==> config.mk <==
export PLATFORM = sky130hd
export DESIGN_NAME = seven_segment_two_wire_sender
export DESIGN_NICKNAME = d
export VERILOG_FILES = /design/src/sv/sss_pkg.sv /design/src/sv/sss_bcd.sv /design/src/sv/sss_seq.sv /design/src/sv/seven_segment_two_wire_sender.sv
export SDC_FILE = /design/constraint.sdc
export NUM_CORES = 1
export LEC_CHECK = 0
export BUFFER_PORTS_ARGS = -buffer_cell sky130_fd_sc_hd__buf_2
export CORE_ASPECT_RATIO = 1.4
export CORE_MARGIN = 2
export CORE_UTILIZATION = 45
export DETAILED_ROUTE_END_ITERATION = 7
export HOLD_SLACK_MARGIN = 0.05
export PLACE_DENSITY_LB_ADDON = 0.3
export SKIP_CTS_REPAIR_TIMING = 1
export SLEW_MARGIN = 20
export SYNTH_ARGS = -nofsm -noshare
export SYNTH_HDL_FRONTEND = slang
export SYNTH_SLANG_ARGS = --single-unit
==> constraint.sdc <==
create_clock -name i_clk -period 6.4 [get_ports i_clk]
set_clock_uncertainty 0.15 [all_clocks]
set_input_delay 0.96 -clock i_clk [delete_from_list [all_inputs] [get_ports i_clk]]
set_output_delay 0.96 -clock i_clk [all_outputs]
set_load 0.005 [all_outputs]
==> src/sv/sss_pkg.sv <==
`default_nettype none

package sss_pkg;

    localparam int unsigned DIGIT_COUNT = 4;

    localparam logic [1:0] REQ_NONE    = 2'd0;
    localparam logic [1:0] REQ_DECIMAL = 2'd1;
    localparam logic [1:0] REQ_RAW     = 2'd2;
    localparam logic [1:0] REQ_BRIGHT  = 2'd3;

    localparam logic [7:0] CMD_DATA   = 8'h40;
    localparam logic [7:0] CMD_ADDR   = 8'hc0;
    localparam logic [7:0] CMD_BRIGHT = 8'h87;

    localparam logic [15:0] TICKS_RESET = 16'd20;

    typedef enum logic [3:0] {
        PH_IDLE,
        PH_START_A,
        PH_START_B,
        PH_BIT_LO,
        PH_BIT_HI,
        PH_ACK_LO,
        PH_ACK_HI,
        PH_STOP_A,
        PH_STOP_B,
        PH_STOP_C
    } t_phase;

    typedef enum logic [1:0] {
        UNITS_2,
        UNITS_3,
        UNITS_5
    } t_units;

    typedef struct packed {
        logic [1:0]  req_type;
        logic [13:0] value;
        logic [2:0]  separator_pos;
        logic [7:0]  seg_first;
        logic [7:0]  seg_second;
        logic [7:0]  seg_third;
        logic [7:0]  seg_fourth;
        logic [3:0]  brightness;
    } t_in_item;

    typedef struct packed {
        logic clk_out;
        logic dio_out;
        logic busy_res;
        logic req_ignored;
    } t_out_item;

    typedef struct packed {
        logic [10:0] div10;
        logic [7:0]  div100;
        logic [4:0]  div1000;
    } t_quot;

    typedef logic [DIGIT_COUNT-1:0][7:0] t_frame;

    function automatic logic [7:0] seg_of(input logic [3:0] digit);
        logic [7:0] seg;
        unique case (digit)
            4'd0:    seg = 8'h3f;
            4'd1:    seg = 8'h06;
            4'd2:    seg = 8'h5b;
            4'd3:    seg = 8'h4f;
            4'd4:    seg = 8'h66;
            4'd5:    seg = 8'h6d;
            4'd6:    seg = 8'h7d;
            4'd7:    seg = 8'h07;
            4'd8:    seg = 8'h7f;
            4'd9:    seg = 8'h6f;
            default: seg = 8'h00;
        endcase
        return seg;
    endfunction

    function automatic logic [18:0] delay_ticks(input logic [15:0] ticks, input t_units units);
        logic [18:0] t;
        unique case (units)
            UNITS_2: t = {2'b00, ticks, 1'b0};
            UNITS_3: t = {2'b00, ticks, 1'b0} + {3'b000, ticks};
            default: t = {1'b0, ticks, 2'b00} + {3'b000, ticks};
        endcase
        if (t == 19'd0) begin
            t = 19'd1;
        end
        return t;
    endfunction

endpackage

`default_nettype wire

==> src/sv/sss_bcd.sv <==
`default_nettype none

module sss_bcd (
    input  wire logic [13:0]   i_value,
    output sss_pkg::t_quot     o_quot
);
    import sss_pkg::*;

    localparam logic [29:0] RECIP_10   = 30'd52429;
    localparam logic [29:0] RECIP_100  = 30'd41944;
    localparam logic [29:0] RECIP_1000 = 30'd16778;

    logic [29:0] w_p10;
    logic [29:0] w_p100;
    logic [29:0] w_p1000;

    assign w_p10   = {16'd0, i_value} * RECIP_10;
    assign w_p100  = {16'd0, i_value} * RECIP_100;
    assign w_p1000 = {16'd0, i_value} * RECIP_1000;

    assign o_quot.div10   = w_p10[29:19];
    assign o_quot.div100  = w_p100[29:22];
    assign o_quot.div1000 = w_p1000[28:24];

endmodule

`default_nettype wire

==> src/sv/sss_seq.sv <==
`default_nettype none

module sss_seq (
    input  wire logic          i_clk,
    input  wire logic          i_rst_n,
    input  wire logic          i_step,
    input  sss_pkg::t_in_item  i_item,
    input  sss_pkg::t_quot     i_quot,
    input  wire logic [15:0]   i_ticks,
    output sss_pkg::t_out_item o_result
);
    import sss_pkg::*;

    t_phase      r_phase, n_phase;
    logic [2:0]  r_bit_idx, n_bit_idx;
    logic [2:0]  r_byte_idx, n_byte_idx;
    logic [18:0] r_delay, n_delay;
    logic [7:0]  r_shift, n_shift;
    t_frame      r_frame, n_frame;
    logic [7:0]  r_bcmd, n_bcmd;
    logic [1:0]  r_kind, n_kind;
    logic        r_clk, n_clk;
    logic        r_dio, n_dio;
    logic        w_ignored;
    logic        w_busy;
    logic [3:0]  w_digit [DIGIT_COUNT];

    function automatic logic [7:0] pick_byte(input logic [1:0] kind, input logic [2:0] idx,
                                             input t_frame frame, input logic [7:0] bcmd);
        logic [7:0] b;
        if (kind == REQ_BRIGHT) begin
            b = bcmd;
        end else if (idx == 3'd0) begin
            b = CMD_DATA;
        end else if (idx == 3'd1) begin
            b = CMD_ADDR;
        end else if (idx <= 3'd5) begin
            b = frame[2'(idx - 3'd2)];
        end else begin
            b = 8'h00;
        end
        return b;
    endfunction

    assign w_digit[0] = i_item.value[3:0] - {i_quot.div10[0], 3'b000}
                        - {i_quot.div10[2:0], 1'b0};
    assign w_digit[1] = i_quot.div10[3:0] - {i_quot.div100[0], 3'b000}
                        - {i_quot.div100[2:0], 1'b0};
    assign w_digit[2] = i_quot.div100[3:0] - {i_quot.div1000[0], 3'b000}
                        - {i_quot.div1000[2:0], 1'b0};
    assign w_digit[3] = (i_quot.div1000 >= 5'd10) ? 4'(i_quot.div1000 - 5'd10)
                                                  : i_quot.div1000[3:0];

    always_comb begin
        n_phase    = r_phase;
        n_bit_idx  = r_bit_idx;
        n_byte_idx = r_byte_idx;
        n_delay    = r_delay;
        n_shift    = r_shift;
        n_frame    = r_frame;
        n_bcmd     = r_bcmd;
        n_kind     = r_kind;
        n_clk      = r_clk;
        n_dio      = r_dio;
        w_ignored  = 1'b0;

        if (i_item.req_type != REQ_NONE) begin
            if (r_phase != PH_IDLE) begin
                w_ignored = 1'b1;
            end else begin
                n_kind     = i_item.req_type;
                n_byte_idx = 3'd0;
                priority if (i_item.req_type == REQ_DECIMAL) begin
                    for (int i = 0; i < DIGIT_COUNT; i++) begin
                        n_frame[DIGIT_COUNT-1-i] = seg_of(w_digit[i])
                            | {(i_item.separator_pos == 3'(i)), 7'b0000000};
                    end
                end else if (i_item.req_type == REQ_RAW) begin
                    n_frame[0] = i_item.seg_first;
                    n_frame[1] = i_item.seg_second;
                    n_frame[2] = i_item.seg_third;
                    n_frame[3] = i_item.seg_fourth;
                end else begin
                    n_bcmd = CMD_BRIGHT + {4'b0000, i_item.brightness};
                end
                n_clk   = 1'b1;
                n_dio   = 1'b1;
                n_phase = PH_START_A;
                n_delay = delay_ticks(i_ticks, UNITS_2);
            end
        end

        w_busy = (n_phase != PH_IDLE);
        o_result.clk_out     = n_clk;
        o_result.dio_out     = n_dio;
        o_result.busy_res    = w_busy;
        o_result.req_ignored = w_ignored;

        if (w_busy) begin
            if (n_delay != 19'd0) begin
                n_delay = n_delay - 19'd1;
            end
            if (n_delay == 19'd0) begin
                unique case (n_phase)
                    PH_START_A: begin
                        n_dio   = 1'b0;
                        n_phase = PH_START_B;
                        n_delay = 19'd1;
                    end
                    PH_START_B: begin
                        n_shift   = pick_byte(n_kind, n_byte_idx, n_frame, n_bcmd);
                        n_bit_idx = 3'd0;
                        n_clk     = 1'b0;
                        n_dio     = n_shift[0];
                        n_phase   = PH_BIT_LO;
                        n_delay   = delay_ticks(i_ticks, UNITS_3);
                    end
                    PH_BIT_LO: begin
                        n_clk   = 1'b1;
                        n_phase = PH_BIT_HI;
                        n_delay = delay_ticks(i_ticks, UNITS_3);
                    end
                    PH_BIT_HI: begin
                        n_shift = {1'b0, n_shift[7:1]};
                        n_clk   = 1'b0;
                        if (n_bit_idx == 3'd7) begin
                            n_phase = PH_ACK_LO;
                            n_delay = delay_ticks(i_ticks, UNITS_5);
                        end else begin
                            n_bit_idx = n_bit_idx + 3'd1;
                            n_dio     = n_shift[0];
                            n_phase   = PH_BIT_LO;
                            n_delay   = delay_ticks(i_ticks, UNITS_3);
                        end
                    end
                    PH_ACK_LO: begin
                        n_clk   = 1'b1;
                        n_phase = PH_ACK_HI;
                        n_delay = delay_ticks(i_ticks, UNITS_2);
                    end
                    PH_ACK_HI: begin
                        if (n_kind == REQ_BRIGHT || n_byte_idx == 3'd0
                                || n_byte_idx >= 3'd5) begin
                            n_clk   = 1'b0;
                            n_phase = PH_STOP_A;
                            n_delay = delay_ticks(i_ticks, UNITS_2);
                        end else begin
                            n_byte_idx = n_byte_idx + 3'd1;
                            n_shift    = pick_byte(n_kind, n_byte_idx, n_frame, n_bcmd);
                            n_bit_idx  = 3'd0;
                            n_clk      = 1'b0;
                            n_dio      = n_shift[0];
                            n_phase    = PH_BIT_LO;
                            n_delay    = delay_ticks(i_ticks, UNITS_3);
                        end
                    end
                    PH_STOP_A: begin
                        n_dio   = 1'b0;
                        n_phase = PH_STOP_B;
                        n_delay = delay_ticks(i_ticks, UNITS_2);
                    end
                    PH_STOP_B: begin
                        n_clk   = 1'b1;
                        n_phase = PH_STOP_C;
                        n_delay = delay_ticks(i_ticks, UNITS_2);
                    end
                    PH_STOP_C: begin
                        n_clk = 1'b1;
                        n_dio = 1'b1;
                        if (n_kind != REQ_BRIGHT && n_byte_idx == 3'd0) begin
                            n_byte_idx = 3'd1;
                            n_phase    = PH_START_A;
                            n_delay    = delay_ticks(i_ticks, UNITS_2);
                        end else begin
                            n_phase = PH_IDLE;
                            n_delay = 19'd0;
                            n_kind  = REQ_NONE;
                        end
                    end
                    default: begin
                        n_phase = PH_IDLE;
                        n_delay = 19'd0;
                        n_clk   = 1'b1;
                        n_dio   = 1'b1;
                    end
                endcase
            end
        end
    end

    always_ff @(posedge i_clk) begin
        if (!i_rst_n) begin
            r_phase    <= PH_IDLE;
            r_bit_idx  <= 3'd0;
            r_byte_idx <= 3'd0;
            r_delay    <= 19'd0;
            r_shift    <= 8'h00;
            r_kind     <= REQ_NONE;
            r_clk      <= 1'b1;
            r_dio      <= 1'b1;
        end else if (i_step) begin
            r_phase    <= n_phase;
            r_bit_idx  <= n_bit_idx;
            r_byte_idx <= n_byte_idx;
            r_delay    <= n_delay;
            r_shift    <= n_shift;
            r_kind     <= n_kind;
            r_clk      <= n_clk;
            r_dio      <= n_dio;
        end
    end

    always_ff @(posedge i_clk) begin
        if (i_step) begin
            r_frame <= n_frame;
            r_bcmd  <= n_bcmd;
        end
    end

    a_idle_bus_high: assert property (@(posedge i_clk) disable iff (!i_rst_n)
        (r_phase == PH_IDLE) |-> (r_clk && r_dio))
        else $error("Bus is not released high while the sequencer is idle.");

    a_idle_no_delay: assert property (@(posedge i_clk) disable iff (!i_rst_n)
        (r_phase == PH_IDLE) |-> (r_delay == 19'd0))
        else $error("Delay counter is running while the sequencer is idle.");

    a_low_clock: assert property (@(posedge i_clk) disable iff (!i_rst_n)
        (r_phase == PH_BIT_LO || r_phase == PH_ACK_LO) |-> !r_clk)
        else $error("Clock line is high during a low clock phase.");

    a_busy_drop: assert property (@(posedge i_clk) disable iff (!i_rst_n)
        (i_step && r_phase != PH_IDLE && i_item.req_type != REQ_NONE)
            |-> (o_result.req_ignored && o_result.busy_res))
        else $error("Request during a transfer was not flagged as dropped.");

    a_hold_state: assert property (@(posedge i_clk) disable iff (!i_rst_n)
        !i_step |=> $stable(r_phase) && $stable(r_delay))
        else $error("Sequencer state moved without a tick.");

endmodule

`default_nettype wire

==> src/sv/seven_segment_two_wire_sender.sv <==
// Two-wire seven-segment display sender. Every transfer on the input channel is one clock
// tick of the pin sequencer and yields exactly one result carrying the clock and data pin
// levels for that tick, a busy flag and a flag for a request dropped because a frame was
// still going out. The block takes one tick per clock cycle unless the output stalls; a
// tick passes the input register and then the result register, and input ready only
// drops while a finished result waits at the output. A decimal or raw request sends a
// 0x40 command frame and then a 0xc0 address frame with four segment bytes; a brightness
// request sends one frame with 0x87 plus the level. Bit timing uses ticks_per_delay_unit
// ticks per unit; the user must write the configuration port only while idle, unchecked.
`default_nettype none

module seven_segment_two_wire_sender (
    input  wire logic          i_clk,
    input  wire logic          i_rst_n,
    input  wire logic          i_in_valid,
    output logic               o_in_ready,
    input  sss_pkg::t_in_item  i_in,
    output logic               o_out_valid,
    input  wire logic          i_out_ready,
    output sss_pkg::t_out_item o_out,
    input  wire logic          i_cfg_we,
    input  wire logic [15:0]   i_cfg_data
);
    import sss_pkg::*;

    logic        r_in_valid;
    t_in_item    r_in;
    t_quot       r_quot;
    logic        r_out_valid;
    t_out_item   r_out;
    logic [15:0] r_ticks;
    t_quot       w_quot;
    t_out_item   w_result;
    logic        w_advance;
    logic        w_step;
    logic        w_in_fire;

    assign w_advance   = !r_out_valid || i_out_ready;
    assign w_step      = r_in_valid && w_advance;
    assign o_in_ready  = !r_in_valid || w_advance;
    assign w_in_fire   = i_in_valid && o_in_ready;
    assign o_out_valid = r_out_valid;
    assign o_out       = r_out;

    sss_bcd u_bcd (
        .i_value (i_in.value),
        .o_quot  (w_quot)
    );

    sss_seq u_seq (
        .i_clk    (i_clk),
        .i_rst_n  (i_rst_n),
        .i_step   (w_step),
        .i_item   (r_in),
        .i_quot   (r_quot),
        .i_ticks  (r_ticks),
        .o_result (w_result)
    );

    always_ff @(posedge i_clk) begin
        if (!i_rst_n) begin
            r_in_valid  <= 1'b0;
            r_out_valid <= 1'b0;
            r_ticks     <= TICKS_RESET;
        end else begin
            if (w_in_fire) begin
                r_in_valid <= 1'b1;
            end else if (w_step) begin
                r_in_valid <= 1'b0;
            end
            if (w_step) begin
                r_out_valid <= 1'b1;
            end else if (i_out_ready) begin
                r_out_valid <= 1'b0;
            end
            if (i_cfg_we) begin
                r_ticks <= i_cfg_data;
            end
        end
    end

    always_ff @(posedge i_clk) begin
        if (w_in_fire) begin
            r_in   <= i_in;
            r_quot <= w_quot;
        end
        if (w_step) begin
            r_out <= w_result;
        end
    end

    a_no_overrun: assert property (@(posedge i_clk) disable iff (!i_rst_n)
        (r_out_valid && !i_out_ready) |=> r_out_valid)
        else $error("Pending result was lost before its transfer.");

    a_step_fills_output: assert property (@(posedge i_clk) disable iff (!i_rst_n)
        w_step |=> r_out_valid)
        else $error("Processed tick did not reach the result register.");

    a_input_held: assert property (@(posedge i_clk) disable iff (!i_rst_n)
        (r_in_valid && !w_advance) |=> (r_in_valid && $stable(r_in)))
        else $error("Stalled tick in the input register changed.");

endmodule

`default_nettype wire

==> flow_metrics.tcl <==
set metrics [dict create \
    yosysUniqueCellTypes 92 \
    worstPathArrival_ns 5.86 \
    ys_seq_elements 160 \
    fin_tns_setup_ns 0 \
    final_common_cell "inv_1" \
    core_region_area_um2 43000 \
    routed_via_density 5.86 \
    die_h_um 251 \
    clk_latency_ns 0.46 \
    io_pins 82 \
    power_density_nw_per_um2 305 \
    critical_path.cell_chain "buf_2 > buf_4 > inv_1 > ha_1 > inv_1 > ha_1 > inv_1 > fa_1 > fa_1 > inv_1 > fa_1 > inv_1 > fa_1 > inv_1 > ha_1 > nand4_1 > o21ai_0 > a21oi_1 > a211oi_1 > a21oi_1 > xnor2_1" \
    finalPower_mw 6.47 \
    crit_family "adder cells" \
    hold_path.startpoint "u_seq.r_bit_idx[1]" \
    yosysSeqAreaShare 0.216 \
    synthTopCellsByArea "ha_1 19%, edfxtp_1 16%, fa_1 14%" \
    max_freq_mhz 172 \
    worstMarginPinSlew_ns 1.03 \
    synth_flop_cell "edfxtp_1" \
    gp_congestion 0.937 \
    final_cell_mix "339 x inv_1, 304 x ha_1, 163 x nor2_1" \
    critical_path.most_common_cell "inv_1" \
    drt-initial-drc-count 991 \
    slew_violations 0 \
    synth_warnings 0 \
    worstHoldEndpoint "u_seq.r_bit_idx[1]" \
    fin_util 0.494 \
    layout-drive-gt1-share 0.0884 \
    synth_area_leader_cell "ha_1" \
    synth_top_area_frac 0.195 \
    fin_nets 2777 \
    syn_inst 2198 \
    ir_worst_vdd_mv 0.276 \
    pre_cts_ws_ns 0.0888 \
    die_w_um 180 \
    antenna_found_initial 0 \
    drc_errors 0 \
    hold_path_class "flip-flop to flip-flop" \
    status "finished clean" \
    cts_buffer_depth 2 \
    period_share 0.906 \
    syn_to_final_growth_pct 8.60 \
    grt_pass1_wl_um 92200 \
    path_clk_slew_ns 0.07 \
    cp_slowest_stage_delay_ns 0.56 \
    dp_cells 2793 \
    wl_um 58900 \
    grt.total_usage 0.260 \
    worst_path_max_delay_cell "fa_1" \
    hold_viol 0 \
    stdcell_count 2825 \
    multi_input_area_um2 13700 \
    cts.sinks 160 \
    layout_setup_ws_ns 0.599 \
    grt_pass1_vias 17275 \
    period_needed_ns 5.80 \
    power_leakage_nw 9.84 \
    dieArea_um2 45100 \
    dp_hpwl_um 47400 \
    slew_headroom 0.308 \
    grt_max_degree 59 \
    ant_nets 0 \
    htreeDepth 4 \
    rr_startpoint "r_ticks[1]" \
    start_kind "input port" \
    diodes 0 \
    placed_area_um2 20600 \
    firstDrtPassIters 7 \
    hold-path-cell-count 2 \
    fin_area_um2 21200 \
    cts-root-buf "clkbuf_16" \
    rsz0062_at_grt "false" \
    syn-num-nets 2715 \
    worstPathMaxFanout 5 \
    maxCapViolCount 0 \
    r2r_slack_ns 0.74 \
    required_ns 6.46 \
    portBuffers 81 \
    cts_buffers 17 \
    hold-worst-slack_ns 0.335 \
    crit_type "input port to flip-flop" \
    rows 90 \
    wl_per_cell_um 20.8 \
    cts_tree "done" \
    crit_path_end_kind "flip-flop" \
    seq_area_um2 4220 \
    avgSynthCellArea_um2 8.89 \
    nFillCells 4144 \
    r2r_end "u_seq.r_delay[7]" \
    rr_worst_depth 17 \
    async_flop_share 0 \
    vias 16564 \
    netlist_area_um2 19500 \
    overflow 0 \
    synth_edf_count 102 \
    path_buf_inv 8 \
    initial_core_util 0.454 \
    report.final.setup_viol 0 \
]
cells by family (layout without fill, tap and decap cells):
family | count (synthesis) | after routing | share of synthesized area
AND/OR/NAND/NOR | 529 | 529 | 0.133
AO/OA/AOI/OAI | 543 | 543 | 0.184
buffers and inverters | 422 | 497 | 0.0826
multiplexers | 35 | 35 | 0.0181
XOR/XNOR | 68 | 68 | 0.0312
flip-flops | 160 | 160 | 0.216
adder cells (fa/ha/maj) | 441 | 441 | 0.335
layout make-up:
type	count	area share
multi-input combinational	1616	0.646
sequential	160	0.199
inverter	343	0.0606
timing repair buffer	122	0.0336
tap	552	0.0325
clock buffer	20	0.0206
clock inverter	12	0.00743
registers in the layout (all words and copies together), names as in the netlist, 7 cells and up:
name / count
r_in: 45
r_quot: 13
r_ticks: 16
u_seq.r_bcmd: 8
u_seq.r_delay: 19
u_seq.r_frame: 32
u_seq.r_shift: 7
metal layers:
| metal | up-vias | track usage | wire [um] | share of wire |
|---|---|---|---|---|
| met3 | 128 | 0.0215 | 2010 | 0.034 |
| met5 | - | 0 | 0 | 0 |
| met1 | 8074 | 0.280 | 22100 | 0.37 |
| met4 | 0 | 0.132 | 2850 | 0.048 |
| li1 | 7864 | - | - | - |
| met2 | 498 | 0.503 | 31900 | 0.54 |
worst reg2reg max path, stage by stage (launching register included):
cell	delay [ns]
dfxtp_1	0.42
inv_1	0.23
ha_1	0.28
nand4_1	0.13
nor2_1	0.12
buf_4	0.25
nor2_1	0.07
a22oi_1	0.37
ha_1	0.36
o311ai_1	0.29
nor2_1	0.34
nand4_2	0.20
nor2_1	0.51
o311a_2	0.31
nand4_1	0.38
nor3b_1	0.73
nand3_1	0.24
o21ai_0	0.22
power by group:
| part | switching [mW] | internal [mW] |
|---|---|---|
| Sequential | 0.0925 | 1.26 |
| Clock | 0.478 | 0.617 |
| Combinational | 2.36 | 1.67 |
| Total | 2.93 | 3.54 |
cell usage after synthesis, drive strengths merged, types with 11 or more instances:
library cell / instances
a2111oi: 12
a211oi: 23
a21o: 38
a21oi: 128
a22oi: 11
a31oi: 24
and2: 15
and3: 16
buf: 23
clkbuf: 56
dfxtp: 58
edfxtp: 102
fa: 137
ha: 304
inv: 340
mux2i: 32
nand2: 127
nand2b: 18
nand3: 43
nand4: 21
nor2: 164
nor2b: 12
nor3: 46
nor4: 15
o211ai: 12
o21a: 23
o21ai: 115
o22ai: 28
o31ai: 19
or2: 12
or3: 16
xnor2: 51
xor2: 16
how the worst max path moves through the flow:
stage	startpoint	endpoint	cells after the start
2_1_floorplan	i_in[41]	r_quot[8]	21
3_3_place_gp	i_in[43]	r_quot[8]	22
3_5_place_dp	i_in[45]	r_quot[16]	18
4_1_cts	i_in[45]	r_quot[16]	18
5_1_grt	i_in[42]	r_quot[8]	22
6_report	i_in[42]	r_quot[16]	21
Note: power is estimated with default switching activity, not from simulation.
